`src/hdl/abrt_pkg.sv`:
```
package abrt_pkg;

  localparam int unsigned QueueDepthDef = 8;
  localparam logic [19:0] AckTimeoutRst = 20'd10000;
  localparam logic [3:0]  MaxRetriesRst = 4'd5;
  localparam logic [47:0] TimeMax = 48'hFFFF_FFFF_FFFF;

  // input kinds
  localparam logic [1:0] KIND_TICK   = 2'd0;
  localparam logic [1:0] KIND_APPEND = 2'd1;
  localparam logic [1:0] KIND_ACK    = 2'd2;

  // result kinds
  localparam logic [1:0] RES_STATUS = 2'd0;
  localparam logic [1:0] RES_BATCH  = 2'd1;
  localparam logic [1:0] RES_APPEND = 2'd2;

  // register indexes
  localparam logic [0:0] REG_ACK_TIMEOUT = 1'd0;
  localparam logic [0:0] REG_MAX_RETRIES = 1'd1;

  typedef struct packed {
    logic [1:0]  kind;
    logic [47:0] now_ms;
    logic        link_up;
    logic        send_ok;
    logic        save_ok;
    logic [31:0] ack_id;
    logic        ack_final;
  } in_item_t;

  typedef struct packed {
    logic [1:0]  result_kind;
    logic [31:0] batch_id;
    logic        batch_last;
    logic        is_retry;
    logic [31:0] record_id;
    logic        append_kept;
    logic        dropped_oldest;
    logic [3:0]  pending_count;
    logic        in_flight;
    logic [3:0]  retries_done;
    logic        awaiting_reconnect;
  } out_item_t;

endpackage

```
`src/hdl/acked_batch_retransmit_tracker.sv`:
```
// acked batch retransmit tracker
// usage: drive a transaction on in_item with start high; it is taken at a
// rising edge where busy is low. cfg_we writes cfg_wdata to register cfg_idx
// (0 ack timeout, 1 max retries); user must write only while idle; not enforced.
// results leave on out_item, one cycle each, marked by out_valid; a batch
// send gives one result per queued id, batch_last on the last one.
// the steps from acceptance to the last result run on one shared 32-bit
// comparator that a sequencer walks over the pending and in-flight queues:
//   status-only tick: status result; first send: copy ids, then one id a cycle
//   retry: each in-flight id is searched from the head of the pending
//   queue, then one id a cycle
//   ack: search and shift, mark, compact, status
//   append: one result, after shifting out the oldest id when full
// busy stays high from acceptance until the last result has been shown; the
// next transaction can be taken once busy has fallen.
// reset: queues empty, next id 1, timeout 10000 ms, max retries 5.
// the receiver cannot stall; results are never held.
module acked_batch_retransmit_tracker #(
  parameter int unsigned QUEUE_DEPTH = abrt_pkg::QueueDepthDef
) (
  input  logic                clk,
  input  logic                rst_n,
  input  logic                start,
  output logic                busy,
  input  abrt_pkg::in_item_t  in_item,
  output logic                out_valid,
  output abrt_pkg::out_item_t out_item,
  input  logic                cfg_we,
  input  logic                cfg_idx,
  input  logic [19:0]         cfg_wdata
);

  localparam int unsigned IW = (QUEUE_DEPTH > 1) ? $clog2(QUEUE_DEPTH) : 1;
  localparam int unsigned CW = $clog2(QUEUE_DEPTH + 1);

  typedef enum logic [9:0] {
    S_IDLE   = 10'b0000000001,
    S_CHKFL  = 10'b0000000010, // unused; the flight walk is done in S_CHKPD
    S_CHKPD  = 10'b0000000100,
    S_COPY   = 10'b0000001000, // copy pending to flight
    S_SEND   = 10'b0000010000,
    S_SHIFT  = 10'b0000100000, // remove pending entry at idx, shift down
    S_ASRCH  = 10'b0001000000, // ack search pending
    S_AMARK  = 10'b0010000000, // ack mark flight
    S_ACOMP  = 10'b0100000000, // compact flight
    S_STAT   = 10'b1000000000
  } state_t;

  state_t state_r;

  logic [31:0] pend_r [QUEUE_DEPTH];
  logic [31:0] flt_r  [QUEUE_DEPTH];
  logic [CW-1:0] plen_r, flen_r;
  logic [31:0] next_id_r;
  logic        factive_r, rwait_r, plink_r, removed_r;
  logic [3:0]  retry_r;
  logic [47:0] dl_r;
  logic [QUEUE_DEPTH-1:0] marks_r;
  logic [19:0] tmo_r;
  logic [3:0]  maxr_r;

  abrt_pkg::in_item_t in_r;
  logic [CW-1:0] i_r, j_r, k_r;   // walk counters
  logic          isretry_r, ret_stat_r; // after shift: go to status result
  logic          append_r, kept_r, dropped_r;
  logic [31:0]   aid_r;

  // shared compare unit
  logic [31:0] cmp_a, cmp_b;
  logic        cmp_eq;
  assign cmp_eq = (cmp_a == cmp_b);

  // saturating deadline add
  function automatic logic [47:0] sat_add(input logic [47:0] now,
                                          input logic [19:0] tmo,
                                          input logic [3:0] sh);
    logic [67:0] span;
    logic [68:0] sum;
    begin
      span = {48'd0, tmo} << sh;
      sum  = {21'd0, now} + {1'b0, span};
      sat_add = (sum > {21'd0, abrt_pkg::TimeMax}) ? abrt_pkg::TimeMax : sum[47:0];
    end
  endfunction

  always_comb begin
    cmp_a = '0;
    cmp_b = '0;
    case (state_r)
      S_CHKPD: begin
        cmp_a = flt_r[i_r[IW-1:0]];
        cmp_b = pend_r[j_r[IW-1:0]];
      end
      S_ASRCH: begin
        cmp_a = pend_r[i_r[IW-1:0]];
        cmp_b = in_r.ack_id;
      end
      S_AMARK: begin
        cmp_a = flt_r[i_r[IW-1:0]];
        cmp_b = in_r.ack_id;
      end
      default: ;
    endcase
  end

  assign busy = (state_r != S_IDLE);

  // output composition
  always_comb begin
    out_valid = 1'b0;
    out_item  = '0;
    out_item.pending_count      = 4'(plen_r);
    out_item.in_flight          = factive_r;
    out_item.retries_done       = retry_r;
    out_item.awaiting_reconnect = rwait_r;
    out_item.batch_last         = 1'b1;
    if (state_r == S_SEND) begin
      out_valid = 1'b1;
      out_item.result_kind = abrt_pkg::RES_BATCH;
      out_item.batch_id    = flt_r[i_r[IW-1:0]];
      out_item.batch_last  = (i_r + 1'b1 == flen_r);
      out_item.is_retry    = isretry_r;
    end else if (state_r == S_STAT) begin
      out_valid = 1'b1;
      if (append_r) begin
        out_item.result_kind    = abrt_pkg::RES_APPEND;
        out_item.record_id      = aid_r;
        out_item.append_kept    = kept_r;
        out_item.dropped_oldest = dropped_r;
      end else begin
        out_item.result_kind = abrt_pkg::RES_STATUS;
      end
    end
  end

  // config registers
  always_ff @(posedge clk) begin
    if (!rst_n) begin
      tmo_r  <= abrt_pkg::AckTimeoutRst;
      maxr_r <= abrt_pkg::MaxRetriesRst;
    end else if (cfg_we) begin
      case (cfg_idx)
        abrt_pkg::REG_ACK_TIMEOUT: tmo_r  <= cfg_wdata;
        abrt_pkg::REG_MAX_RETRIES: maxr_r <= cfg_wdata[3:0];
        default: ;
      endcase
    end
  end

  // sequencer
  always_ff @(posedge clk) begin
    if (!rst_n) begin
      state_r   <= S_IDLE;
      plen_r    <= '0;
      flen_r    <= '0;
      next_id_r <= 32'd1;
      factive_r <= 1'b0;
      rwait_r   <= 1'b0;
      plink_r   <= 1'b0;
      removed_r <= 1'b0;
      retry_r   <= '0;
      dl_r      <= '0;
      marks_r   <= '0;
      append_r  <= 1'b0;
    end else begin
      case (state_r)
        S_IDLE: begin
          if (start) begin
            in_r     <= in_item;
            append_r <= 1'b0;
            i_r      <= '0;
            j_r      <= '0;
            k_r      <= '0;
            case (in_item.kind)
              abrt_pkg::KIND_TICK: begin
                logic fa;
                logic rw;
                logic [CW-1:0] fl;
                fa = factive_r;
                rw = rwait_r;
                fl = flen_r;
                if (in_item.link_up != plink_r) begin
                  plink_r   <= in_item.link_up;
                  factive_r <= 1'b0;
                  retry_r   <= '0;
                  flen_r    <= '0;
                  dl_r      <= '0;
                  marks_r   <= '0;
                  fa = 1'b0;
                  fl = '0;
                  if (in_item.link_up) begin
                    rwait_r <= 1'b0;
                    rw = 1'b0;
                  end
                end
                state_r <= S_STAT;
                if (in_item.link_up) begin
                  if (fa) begin
                    if (in_item.now_ms >= dl_r) begin
                      if (retry_r >= maxr_r) begin
                        factive_r <= 1'b0;
                        rwait_r   <= 1'b1;
                        flen_r    <= '0;
                        marks_r   <= '0;
                      end else if (fl == '0) begin
                        factive_r <= 1'b0;
                        marks_r   <= '0;
                      end else begin
                        state_r <= S_CHKPD;
                      end
                    end
                  end else if (plen_r != '0 && !rw && in_item.send_ok) begin
                    state_r <= S_COPY;
                  end
                end
              end
              abrt_pkg::KIND_APPEND: begin
                append_r  <= 1'b1;
                aid_r     <= next_id_r;
                kept_r    <= in_item.save_ok;
                dropped_r <= (32'(plen_r) >= QUEUE_DEPTH);
                if (in_item.save_ok)
                  next_id_r <= (next_id_r == '1) ? 32'd1 : next_id_r + 32'd1;
                if (32'(plen_r) >= QUEUE_DEPTH) begin
                  // drop oldest, then append at the end if kept
                  ret_stat_r <= 1'b1;
                  state_r    <= S_SHIFT;
                end else begin
                  if (in_item.save_ok) begin
                    pend_r[plen_r[IW-1:0]] <= next_id_r;
                    plen_r <= plen_r + 1'b1;
                  end
                  state_r <= S_STAT;
                end
              end
              abrt_pkg::KIND_ACK: begin
                state_r <= S_ASRCH;
              end
              default: state_r <= S_STAT;
            endcase
          end
        end

        // every flight id must still be pending
        S_CHKPD: begin
          if (j_r >= plen_r) begin
            factive_r <= 1'b0;
            flen_r    <= '0;
            marks_r   <= '0;
            state_r   <= S_STAT;
          end else if (cmp_eq) begin
            j_r <= '0;
            if (i_r + 1'b1 == flen_r) begin
              i_r <= '0;
              if (!in_r.send_ok) begin
                state_r <= S_STAT;
              end else begin
                retry_r   <= retry_r + 4'd1;
                dl_r      <= sat_add(in_r.now_ms, tmo_r, retry_r + 4'd1);
                isretry_r <= 1'b1;
                state_r   <= S_SEND;
              end
            end else begin
              i_r <= i_r + 1'b1;
            end
          end else begin
            j_r <= j_r + 1'b1;
          end
        end

        S_COPY: begin
          flt_r[i_r[IW-1:0]] <= pend_r[i_r[IW-1:0]];
          if (i_r + 1'b1 == plen_r) begin
            flen_r    <= plen_r;
            factive_r <= 1'b1;
            retry_r   <= '0;
            marks_r   <= '0;
            dl_r      <= sat_add(in_r.now_ms, tmo_r, 4'd0);
            isretry_r <= 1'b0;
            i_r       <= '0;
            state_r   <= S_SEND;
          end else begin
            i_r <= i_r + 1'b1;
          end
        end

        S_SEND: begin
          if (i_r + 1'b1 == flen_r) state_r <= S_IDLE;
          else i_r <= i_r + 1'b1;
        end

        // remove entry j_r from pending by shifting down
        S_SHIFT: begin
          if (j_r + 1'b1 < plen_r) begin
            pend_r[j_r[IW-1:0]] <= pend_r[IW'(j_r + 1'b1)];
            j_r <= j_r + 1'b1;
          end else begin
            if (append_r && kept_r) begin
              pend_r[j_r[IW-1:0]] <= aid_r;
              state_r <= S_STAT;
            end else begin
              plen_r  <= plen_r - 1'b1;
              i_r     <= '0;
              state_r <= ret_stat_r ? S_STAT : S_AMARK;
            end
          end
        end

        S_ASRCH: begin
          if (i_r >= plen_r) begin
            i_r     <= '0;
            state_r <= S_AMARK;
          end else if (cmp_eq) begin
            removed_r  <= 1'b1;
            j_r        <= i_r;
            ret_stat_r <= 1'b0;
            state_r    <= S_SHIFT;
          end else begin
            i_r <= i_r + 1'b1;
          end
        end

        S_AMARK: begin
          if (i_r >= flen_r) begin
            i_r <= '0;
            k_r <= '0;
            if (!in_r.ack_final) state_r <= S_STAT;
            else if (removed_r && factive_r) state_r <= S_ACOMP;
            else begin
              marks_r   <= '0;
              removed_r <= 1'b0;
              state_r   <= S_STAT;
            end
          end else begin
            if (cmp_eq) marks_r[i_r[IW-1:0]] <= 1'b1;
            i_r <= i_r + 1'b1;
          end
        end

        S_ACOMP: begin
          if (i_r >= flen_r) begin
            flen_r <= k_r;
            if (k_r == '0) begin
              factive_r <= 1'b0;
              retry_r   <= '0;
              dl_r      <= '0;
            end else begin
              dl_r <= sat_add(in_r.now_ms, tmo_r, 4'd0);
            end
            marks_r   <= '0;
            removed_r <= 1'b0;
            state_r   <= S_STAT;
          end else begin
            if (!marks_r[i_r[IW-1:0]]) begin
              flt_r[k_r[IW-1:0]] <= flt_r[i_r[IW-1:0]];
              k_r <= k_r + 1'b1;
            end
            i_r <= i_r + 1'b1;
          end
        end

        S_STAT: state_r <= S_IDLE;

        default: state_r <= S_IDLE;
      endcase
    end
  end

endmodule
```
`config.mk`:
```
export PLATFORM = sky130hd
export DESIGN_NAME = acked_batch_retransmit_tracker
export DESIGN_NICKNAME = d
export VERILOG_FILES = /design/src/hdl/abrt_pkg.sv /design/src/hdl/acked_batch_retransmit_tracker.sv
export SDC_FILE = /design/constraint.sdc
export NUM_CORES = 2
export LEC_CHECK = 0
export BUFFER_PORTS_ARGS = -buffer_cell sky130_fd_sc_hd__buf_2
export CAP_MARGIN = 30
export CORE_ASPECT_RATIO = 1.25
export CORE_MARGIN = 3
export CORE_UTILIZATION = 35
export DETAILED_ROUTE_END_ITERATION = 8
export GPL_TIMING_DRIVEN = 1
export PLACE_DENSITY = 0.51
export SYNTH_ARGS = -nofsm -noshare
export SYNTH_HDL_FRONTEND = slang
export SYNTH_SLANG_ARGS = --single-unit
```
`constraint.sdc`:
```
create_clock -name clk -period 4.85 [get_ports clk]
set_input_delay 1.455 -clock clk [delete_from_list [all_inputs] [get_ports clk]]
set_output_delay 1.455 -clock clk [all_outputs]
set_load 0.05 [all_outputs]
```
# Word-level counts from Yosys, hierarchy flattened
# Memory sizes are Yosys's and may differ from the RTL's. A register that Yosys moved wholly into a read port is not among the register bits.
# Index checks and enable logic that the tools add are counted.
# word_totals
reg_bits	269
ram_bits	512
in_bits	111
output_inout_bits	82
word_cells	354
n_memories	2
# op_classes
addsub	9
magnitude_cmp	11
n_eq_ne	51
shifts	1
mux	207
n_bitwise	3
reduce_logical	44
# memory_table
memory	words	width	rd	rd_ports_with_merged_regs	wr	line	text
flt_r	8	32	1	1	1	acked_batch_retransmit_tracker.sv:52	logic [31:0] flt_r [QUEUE_DEPTH];
pend_r	8	32	3	2	1	acked_batch_retransmit_tracker.sv:51	logic [31:0] pend_r [QUEUE_DEPTH];
# ops
op	count
two-way mux 48 bit	12
two-way mux 10 bit	23
two-way mux 4 bit	50
one-hot mux 48 bit (4 select lines)	1
two-way mux 34 bit	4
two-way mux 32 bit	4
one-hot mux 32 bit (2 select lines)	2
two-way mux 8 bit	15
one-hot mux 10 bit (8 select lines)	1
two-way mux 1 bit	73
adder 48 x 68 -> 69 bit	1
> comparator 69 x 48 -> 1 bit (second input constant)	1
<< shifter 20 x 4 -> 68 bit	1
OR reduction 32 bit	2
adder 48 x 20 -> 49 bit	1
> comparator 49 x 48 -> 1 bit (second input constant)	1
greater-or-equal comparator 48 bit	1
inequality test 2 bit (second input constant)	24
one-hot mux 4 bit (4 select lines)	3
AND reduction 7 bit	6
one-hot mux 8 bit (5 select lines)	1
adder 32 x 1 -> 32 bit (second input constant)	1
equality test 32 bit	1
equality test 32 bit (second input constant)	1
54 further kinds	96

# Logic depth before layout (Yosys ltp)
# logic_depth
word_depth	15
ltp_mapped	22
ltp_nobuf	19

# Least setup slack after synthesis
# OpenSTA, ideal clock, no wires.
# synth_path
path_kind	register -> register
startpoint	register retry_r[0]
endpoint	register dl_r[45]
setup_time_ns	0.070
t_arrival_ns	4.991
required_ns	4.780
slack_ns	-0.211
path_stages_with_launch	19
path_buffers	4
synth_period_minus_slack_ns	5.061
cell_sequence	dfxtp_1 > clkbuf_1 > nand3_1 > xnor2_1 > clkbuf_1 > o21ai_0 > ha_1 > clkbuf_1 > a21oi_1 > o21a_1 > o221ai_1 > or3_1 > o21ai_0 > o221a_2 > clkbuf_1 > nand4b_1 > a31oi_1 > or4_1 > a21oi_1
# synth_between
elab_chain_len	10
# synth_rtl
item	line	text
start, declared	acked_batch_retransmit_tracker.sv:56	logic [3:0] retry_r;
start signal, assigned	acked_batch_retransmit_tracker.sv:258	retry_r <= retry_r + 4'd1;
adder 4 x 1 -> 4 bit (*)	acked_batch_retransmit_tracker.sv:259	dl_r <= sat_add(in_r.now_ms, tmo_r, retry_r + 4'd1);
<< shifter 20 x 4 -> 68 bit (*)	acked_batch_retransmit_tracker.sv:80	span = {48'd0, tmo} << sh;
adder 48 x 68 -> 69 bit (*)	acked_batch_retransmit_tracker.sv:81	sum = {21'd0, now} + {1'b0, span};
> comparator 69 x 48 -> 1 bit	acked_batch_retransmit_tracker.sv:82	sat_add = (sum > {21'd0, abrt_pkg::TimeMax}) ? abrt_pkg::TimeMax : sum[47:0];
two-way mux 48 bit (*)	acked_batch_retransmit_tracker.sv:82	
two-way mux 48 bit (*)	acked_batch_retransmit_tracker.sv:255	if (!in_r.send_ok) begin
two-way mux 48 bit (*)	acked_batch_retransmit_tracker.sv:253	if (i_r + 1'b1 == flen_r) begin
two-way mux 48 bit (*)	acked_batch_retransmit_tracker.sv:251	end else if (cmp_eq) begin
two-way mux 48 bit (*)	acked_batch_retransmit_tracker.sv:246	if (j_r >= plen_r) begin
one-hot mux 48 bit (4 select lines) (*)	acked_batch_retransmit_tracker.sv:166	case (state_r)
end signal, assigned	acked_batch_retransmit_tracker.sv:259	
end signal, assigned	acked_batch_retransmit_tracker.sv:278	dl_r <= sat_add(in_r.now_ms, tmo_r, 4'd0);
end signal, assigned	acked_batch_retransmit_tracker.sv:348	dl_r <= sat_add(in_r.now_ms, tmo_r, 4'd0);
end, declared	acked_batch_retransmit_tracker.sv:57	logic [47:0] dl_r;
# Mark *: on every way between the ends. The rest lies on a longest branch, timed or not. The select of a mux whose other input is x is not followed.
# A chain may end at the register's enable or synchronous reset.

==> results.py <==
metrics = {
    "worst_setup_path": {
        "path_delay_family": "simple AND/OR/NAND/NOR gates",
        "critPathCaptureType": "output pin",
        "crit_fanout": 32,
        "crit_cells": 7,
        "slowest_stage": "or3b_2",
        "path_cells": "nor3_4 > nand2_1 > or3_1 > or3b_2 > buf_4 > nor2_1 > buf_2",
        "reg2reg_depth": 16,
        "crit_buf_inv": 2,
        "worst_path_largest_cell_delay_ns": 0.50,
        "crit_arrival_ns": 3.23,
        "required_ns": 3.39,
        "startpoint_type": "flop",
        "critPathKind": "flop to output pin",
    },
    "power": {
        "combPwrFrac": 0.228,
        "p_switching_mw": 5.61,
        "peakVddDrop_uv": 237,
        "seqPwrFrac": 0.411,
        "power.density_mw_per_mm2": 375,
        "p_clk_frac": 0.361,
        "p_leak_nw": 17.8,
        "internal-power_mw": 13.5,
        "finalPower_mw": 19.1,
        "switching_share": 0.294,
    },
    "cts": {
        "clk-insertion-delay-late_ns": 0.70,
        "cts_buffers": 87,
        "clockBufferDepth": 3,
        "tritoncts": "done",
        "cts.sinks": 786,
        "htree_levels": 3,
        "hold_buffers": 0,
        "clkTransAtPathRegs_ns": 0.07,
        "clock-root-buffer": "clkbuf_16",
    },
    "final_layout": {
        "num-fill-cells": 11700,
        "multi_input_area_mm2": 0.0203,
        "nets": 4084,
        "drive_above_1_share": 0.240,
        "regArea_mm2": 0.0222,
        "area_delta_synth_final_pct": 16.9,
    },
    "floorplan": {
        "die_y_um": 400,
        "ioPinCount": 193,
        "start_util": 0.353,
        "die_area_mm2": 0.129,
        "core-area_mm2": 0.123,
        "rows": 144,
        "die_w_um": 321,
    },
    "detailed_routing": {
        "drtIter0Drc": 2549,
        "vias": 31300,
        "drc": 0,
        "dr.pass1.iters": 7,
        "viasPerCell": 5.67,
        "final_antenna_net_count": 0,
        "routedWlPerCell_um": 25.5,
        "drt-total-wl_um": 141000,
    },
    "flow_run": {
        "drv_cap": 0,
    },
    "global_routing": {
        "grt_pass1_vias": 31400,
        "grt_pass1_wl_um": 208000,
        "grt_max_degree": 66,
        "grtUsageTotal": 0.217,
        "antenna_found_initial": 3,
        "overflow": 0,
    },
    "timing": {
        "finalCriticalPeriod_ns": 4.69,
        "finalCritPeriodShare": 0.967,
        "setup_viol": 0,
        "max_freq_mhz": 213,
        "rsz0062_at_grt": "yes",
        "slew_headroom": 0.238,
        "tightest_slew_ns": 1.13,
        "worst_slack_ns": 0.161,
        "drv_slew": 0,
        "hold_violations": 0,
        "finalClockSkew_ns": 0.0396,
    },
    "yosys": {
        "ys_ff_latch": 786,
        "post-synth-top-count-cell": "edfxtp_1",
        "synth_top_area_frac": 0.443,
        "syn_area_per_cell_um2": 12.2,
        "async_flop_share": 0,
        "synthTopCellsByArea": "edfxtp_1 (44%), mux4_2 (11%), dfxtp_1 (6.6%)",
        "synth-edff-count": 642,
        "synthDistinctLibCells": 85,
        "synth_common_cells": "edfxtp_1 (642), nand2_1 (239), nor2_1 (229)",
        "syn_area_mm2": 0.0435,
        "synth_top_area_cell": "edfxtp_1",
        "yosysWarnings": 0,
        "yosysSeqAreaShare": 0.510,
        "syn-instance-count": 3570,
        "syn_nets": 3815,
        "synth_top_flop_cell": "edfxtp_1",
    },
    "hold_path": {
        "hp-class": "flop to flop",
        "min_delay_path_depth": 2,
    },
    "placement": {
        "place_hpwl_um": 98800,
        "gp_routability_congestion": 0.901,
        "io_buffer_count": 192,
        "dp_slack_ns": -0.0581,
    },
    "run_status": {
        "status": "complete, no violations",
    },
}
## layout by cell type (no fill, tap or decap), types with 67 or more instances in the layout
cell,netlist,final
inv_1,104,102
nand3_1,69,67
nand2_1,239,237
ha_1,131,129
a21oi_1,210,208
dfxtp_1,144,137
mux4_2,204,204
edfxtp_1,642,642
buf_2,42,189
clkbuf_16,0,90
mux2i_1,220,219
nor2_1,229,209
mux2_2,70,70
o21ai_0,181,178
buf_4,14,165
## power by group through the flow
stage               Combinational, mW  Clock, mW  Sequential, mW
finish                           4.34       6.88            7.84
global route                     4.67       7.33            7.86
CTS                              4.36       7.05            7.85
detailed placement               4.34          0            7.99
global placement                 4.33          0            7.99
floorplan                        2.86          0            7.81
## registers in the layout, indices dropped and copies added, names as in the netlist, 4 cells and up, named ones only
register	count
maxr_r	4
next_id_r	32
pend_r	256
marks_r	8
aid_r	32
flt_r	256
k_r	4
j_r	4
tmo_r	20
i_r	4
in_r	82
retry_r	4
dl_r	48
state_r	9
plen_r	4
flen_r	4
## final timing paths
| check | start | slack (ns) | endpoint |
|---|---|---|---|
| worst max-delay path | state_r[7] | 0.16 | out_item[71] |
| worst min register to register | marks_r[2] | 0.44 | marks_r[2] |
| worst max register to register | retry_r[0] | 0.24 | dl_r[20] |
| worst min-delay path | marks_r[2] | 0.44 | marks_r[2] |
## cells by family after synthesis
family	Yosys count	synth area share
compound gates	780	0.115
xor+xnor	118	0.0238
fa+ha+maj	134	0.0391
buf+inv	335	0.0317
flops	786	0.510
mux	495	0.175
simple gates	922	0.106
## cell type report
class                   instances  area share
multi-input cells            2449       0.398
repair buffers                404      0.0596
inverters                     111     0.00831
clock inverters                57      0.0126
flip-flops and latches        786       0.436
clock buffers                 104      0.0455
diodes                          2   0.0000984
well taps                    1606      0.0395
## repair_timing
| action | in CTS | in global routing |
|---|---|---|
| buffers inserted | 0 | 4 |
| pin swaps | 0 | 2 |
| hold endpoints to repair | 0 | 0 |
| gates resized for setup | 6 | 20 |
| setup endpoints to repair | 64 | 88 |
## routing by layer
metal | global-route usage | up-vias | wire length [um]
met5 | 0 | - | 0
met4 | 0.0675 | 0 | 3970
met3 | 0.0258 | 199 | 6720
met2 | 0.381 | 928 | 70900
met1 | 0.279 | 15800 | 59000
li1 | - | 14400 | -
## per-stage QoR
| stage | cell area [um^2] | utilization | hold slack [ns] | cells | TNS (ns) |
|---|---|---|---|---|---|
| final | 50900 | 0.413 | 0.443 | 5519 | 0 |
| after global routing | 50900 | 0.413 | 0.475 | 5518 | -0.00252 |
| after CTS | 50700 | 0.411 | 0.448 | 5508 | 0 |
| after detailed placement | 47700 | 0.387 | 0.439 | 5347 | -0.0749 |
| after global placement | 47700 | 0.387 | 0.433 | 5341 | 0 |
| after floorplan | 43500 | - | 0.420 | 3570 | 0 |
## tightest hold or removal path: stages (launching register included)
cell and delay, ns:
dfxtp_1 0.31, inv_1 0.05, o2bb2ai_1 0.05
No activity file was read; power rests on OpenSTA's default activity.
